===== src/ceq_pkg.sv =====
// Shared types and codes for the collision event queue.
// No dependencies.
package ceq_pkg;

  typedef enum logic [2:0] {
    OP_INSERT = 3'd0,
    OP_PEEK   = 3'd1,
    OP_REMOVE = 3'd2,
    OP_PURGE  = 3'd3,
    OP_CHECK  = 3'd4,
    OP_CLEAR  = 3'd5
  } op_t;

  localparam logic [1:0] ST_OK       = 2'd0;
  localparam logic [1:0] ST_FULL     = 2'd1;
  localparam logic [1:0] ST_NOTFOUND = 2'd2;
  localparam logic [1:0] ST_EMPTY    = 2'd3;

  // control part of the token that walks down the slot chain
  typedef struct packed {
    logic       active;
    logic [2:0] op;
    logic       done;      // insert placed / remove hit
    logic       found;     // peek has a candidate
    logic       conflict;
    logic [8:0] count;
  } tok_ctl_t;

endpackage


===== src/ceq_cell.sv =====
// One slot of the queue: holds an entry and updates the passing token.
// Depends on ceq_pkg.
module ceq_cell #(
  parameter int ID_BITS   = 16,
  parameter int TIME_BITS = 32
) (
  input  logic                 clk,
  input  logic                 rst,
  input  ceq_pkg::tok_ctl_t    ctl_in,
  input  logic [TIME_BITS-1:0] best_time_in,
  input  logic [15:0]          best_handle_in,
  input  logic [15:0]          q_handle,
  input  logic [ID_BITS-1:0]   q_pa,
  input  logic [ID_BITS-1:0]   q_pb,
  input  logic                 q_two,
  input  logic [TIME_BITS-1:0] q_ot,
  input  logic [TIME_BITS-1:0] q_ta,
  input  logic [TIME_BITS-1:0] q_tb,
  output ceq_pkg::tok_ctl_t    ctl_out,
  output logic [TIME_BITS-1:0] best_time_out,
  output logic [15:0]          best_handle_out
);
  import ceq_pkg::*;

  logic                 valid, valid_next;
  logic [15:0]          handle;
  logic [ID_BITS-1:0]   pa, pb;
  logic                 bflag;
  logic [TIME_BITS-1:0] ot, ta, tb;

  tok_ctl_t             ctl_next;
  logic [TIME_BITS-1:0] best_time_next;
  logic [15:0]          best_handle_next;
  logic                 wr;
  logic                 inv, early;

  always_comb begin
    inv = (pa == q_pa) || (bflag && pb == q_pa) ||
          (q_two && ((pa == q_pb) || (bflag && pb == q_pb)));
    early = ((pa == q_pa) && (ta < q_ta)) || (bflag && (pb == q_pa) && (tb < q_ta)) ||
            (q_two && (((pa == q_pb) && (ta < q_tb)) ||
                       (bflag && (pb == q_pb) && (tb < q_tb))));
  end

  always_comb begin
    ctl_next         = ctl_in;
    best_time_next   = best_time_in;
    best_handle_next = best_handle_in;
    valid_next       = valid;
    wr               = 1'b0;
    if (ctl_in.active) begin
      case (ctl_in.op)
        OP_INSERT: begin
          if (!valid && !ctl_in.done) begin
            wr            = 1'b1;
            valid_next    = 1'b1;
            ctl_next.done = 1'b1;
          end
        end
        OP_PEEK: begin
          if (valid && (!ctl_in.found || ot < best_time_in)) begin
            ctl_next.found   = 1'b1;
            best_time_next   = ot;
            best_handle_next = handle;
          end
        end
        OP_REMOVE: begin
          if (valid && handle == q_handle && !ctl_in.done) begin
            valid_next    = 1'b0;
            ctl_next.done = 1'b1;
          end
        end
        OP_PURGE: begin
          if (valid && inv) begin
            valid_next     = 1'b0;
            ctl_next.count = ctl_in.count + 9'd1;
          end
        end
        OP_CHECK: begin
          if (valid && handle != q_handle && early) ctl_next.conflict = 1'b1;
        end
        OP_CLEAR: begin
          if (valid) begin
            valid_next     = 1'b0;
            ctl_next.count = ctl_in.count + 9'd1;
          end
        end
        default: ;
      endcase
    end
  end

  always_ff @(posedge clk) begin
    if (rst) begin
      valid   <= 1'b0;
      ctl_out <= '0;
    end else begin
      valid   <= valid_next;
      ctl_out <= ctl_next;
    end
    best_time_out   <= best_time_next;
    best_handle_out <= best_handle_next;
    if (wr) begin
      handle <= q_handle;
      pa     <= q_pa;
      pb     <= q_two ? q_pb : '0;
      bflag  <= q_two;
      ot     <= q_ot;
      ta     <= q_ta;
      tb     <= q_two ? q_tb : '0;
    end
  end

endmodule


===== config.mk =====
export PLATFORM = sky130hd
export DESIGN_NAME = ceq_cell
export DESIGN_NICKNAME = d
export VERILOG_FILES = /design/src/ceq_pkg.sv /design/src/ceq_cell.sv
export SDC_FILE = /design/constraint.sdc
export NUM_CORES = 1
export LEC_CHECK = 0
export BUFFER_PORTS_ARGS = -buffer_cell sky130_fd_sc_hd__buf_4
export CAP_MARGIN = 20
export CORE_MARGIN = 2
export CORE_UTILIZATION = 35
export DETAILED_ROUTE_END_ITERATION = 8
export GPL_TIMING_DRIVEN = 0
export SYNTH_ARGS = -nofsm -noshare
export SYNTH_HDL_FRONTEND = slang
export SYNTH_SLANG_ARGS = --single-unit

===== constraint.sdc =====
create_clock -name clk -period 29.3 [get_ports clk]
set_input_delay 0 -clock clk [delete_from_list [all_inputs] [get_ports clk]]
set_output_delay 0 -clock clk [all_outputs]
set_load 0.05 [all_outputs]

==> impl_metrics.ini <==
[synthesis]
yosysWarnings = 0
yosys.area.top_type = edfxtp_1
ys_seq_elements = 210
synth.distinct_cells = 58
synth_top_family_by_area = adder cells
syn_avg_cell_area_sq_um = 11.5
synth_ff_type = edfxtp_1
yosysMostFrequentCell = ha_1
synth_area_leaders = edfxtp_1, ha_1, dfxtp_1
syn_area_sq_mm = 0.0115
ys_top_cells_by_count = ha_1, edfxtp_1, inv_1
synth_mux_area_share_pct = 4.80
synthAdderAreaFrac_pct = 17.0
synthCells = 996
synth-compound-area-share_pct = 8.42
synthSimpleGateAreaFrac_pct = 9.98
yosysSeqAreaShare_pct = 49.3
synth-xor-area-share_pct = 6.27
synthArstFlopShare_pct = 0
synth_top_area_share_pct = 38.0
synth_edf_count = 145
synthesis.nets = 1363

[setup_path]
cp-end-kind = register
worst-r2r-cell-count = 10
cpPeakStageDelay_ps = 590
arrival_ps = 4260
worstPathRequired_ps = 29760
crit_top_cell = dlygate4sd3_1
cp.depth = 10
path_delay_family = buffers and inverters
crit_chain = xnor2_1 -> nand4_1 -> nor4_1 -> a22oi_1 -> a21o_1 -> buf_2 -> or3_1 -> dlygate4sd3_1 -> a21oi_1 -> dlygate4sd3_1
r2r_slack_ps = 25500
crit_type = reg2reg
critPathBufInv = 3
crit_path_start_kind = register
cpMaxStageDelayCell = nor4_1
cp_max_fo = 10

[detailed_routing]
antenna_left = 0
wirelength_microns = 33900
drt_iter0_drc = 475
drc = 0
avgRoutedWirePerCell_microns = 16.9
drt_pass1_iterations = 5
via_per_inst = 4.74
vias = 9507

[floorplanning]
die-area_sq_mm = 0.0342
coreArea_sq_mm = 0.0324
row_count = 66
die_w_microns = 185
die_height_microns = 185
ioPinCount = 275
initial_core_util_pct = 35.4

[clock_network]
clk_path_buf_depth = 3
post_cts_buffers = 0
root_buffer = clkbuf_16
cts-htree-levels = 1
clock_sinks = 210
cts_tree = built
clk_pin_slew_ps = 50
insertion_delay_ps = 520
cts_buffers = 27

[global_routing]
grt_pass1_wl_microns = 51400
antenna_found_initial = 1
grt.total_usage_pct = 19.2
gr-total-overflow = 0
grt_pass1_vias = 9927
grt_max_degree = 13

[timing]
relSlewSlack_pct = 27.8
fin_crit_sh_pct = 13.0
rsz0062_at_grt = no
fmax_mhz = 263
worst_pin_slew_ps = 1070
whs_ps = 192
maxSlewViolCount = 0
min_period_ps = 3800
tns_ps = 0
setup_viol = 0
finalHoldViolCount = 0
skew_ps = 6.44

[final_layout]
final-seq-area_sq_mm = 0.00566
fin_cells = 2005
final_layout_size_suffix_gt1_share_pct = 23.8
fillers = 2797
final_nets = 1909
stdcell_area_sq_mm = 0.0173
area_growth_pct = 51.0
multi_input_area_sq_mm = 0.00534

[power_and_ir_drop]
p_total_uw = 765
power_density_mw_per_mm2 = 44.2
p_leak_uw = 0.00749
peakVddDrop_v = 0.0000370

[placed_design]
dp_cells = 1731
gp_congestion = 0.838
dp.final_hpwl_microns = 25200
dpl-instance-area_sq_mm = 0.0142
port_buffers = 272

[worst_hold_path]
holdPathStages = 2
hold_class = in2reg

[run_status]
outcome = finished clean

[flow_run]
max_cap_violations = 0
placed cells by master (no fill, tap or decap), types with 11 or more instances in the layout:
cell type and instances:
xnor2_1 76, clkbuf_1 19, nor3_1 11, nor4_1 13, a211oi_1 12, nor2_1 52
o21ai_0 41, clkbuf_16 27, buf_4 291, dlygate4sd3_1 223, and2_1 17, mux2_2 28
nand3_1 12, nand4_1 36, edfxtp_1 145, dfxtp_1 65, ha_1 156, inv_1 105
nand2_1 45, a21oi_1 63, mux2_1 20
timing repair:
| action | 4_1_cts | 5_1_grt |
|---|---|---|
| resized for setup | 0 | 0 |
| hold endpoints to repair | 229 | 0 |
| hold buffers | 223 | 0 |
registers in the layout, summed over array words and instances (netlist names), 16 cells and up:
register / cells
best_handle_out: 16
best_time_out: 32
ctl_out: 16
handle: 16
ot: 32
pa: 16
pb: 16
ta: 32
tb: 32
stage by stage:
| stage | util, % | setup slack (ps) |
|---|---|---|
| floorplan | - | 14070 |
| global placement | 43.4 | 6280 |
| detailed placement | 44.0 | 26250 |
| CTS | 53.4 | 25390 |
| global route | 53.5 | 25310 |
| finish | 53.5 | 25500 |
where the power goes:
| group | switching, uW | internal, uW |
|---|---|---|
| registers | 2.75 | 324 |
| clock network | 125 | 187 |
| logic | 61.9 | 64.4 |
| total | 190 | 575 |
per-layer routing:
layer | global-route usage, % | vias up | routed length [microns]
li1 | - | 4729 | -
met1 | 23.5 | 4433 | 14500
met2 | 34.3 | 290 | 16400
met3 | 3.56 | 55 | 2150
met4 | 5.49 | 0 | 778
met5 | 0 | - | 0
area by class of cell:
type | instances | share of cell area [%]
diodes | 1 | 0.0145
clock inverters | 7 | 0.390
repair buffers | 517 | 25.7
well taps | 442 | 3.20
plain buffers | 14 | 0.484
inverters | 105 | 2.28
clock buffers | 42 | 4.40
multi-input cells | 667 | 30.8
flip-flops and latches | 210 | 32.7
kinds of logic (layout without fill, tap and decap cells):
group | count (synthesis) | in the layout
xor gates and xnor gates | 82 | 82
buffers and inverters | 119 | 685
AOI/OAI and AO/OA | 158 | 158
adders and majority gates | 156 | 156
muxes | 49 | 49
other | 0 | 1
DFF | 210 | 210
and+or+nand+nor | 222 | 222
path summary, 6_finish.rpt:
check,from,to
hold reg to reg,ot[19]$_DFFE_PP_,best_time_out[19]$_DFF_P_
hold / removal,q_ot[5],ot[5]$_DFFE_PP_
setup / recovery,pa[10]$_DFFE_PP_,ctl_out[5]$_SDFF_PP0_
setup reg to reg,pa[10]$_DFFE_PP_,ctl_out[5]$_SDFF_PP0_
No activity file was read; power rests on OpenSTA's default activity.
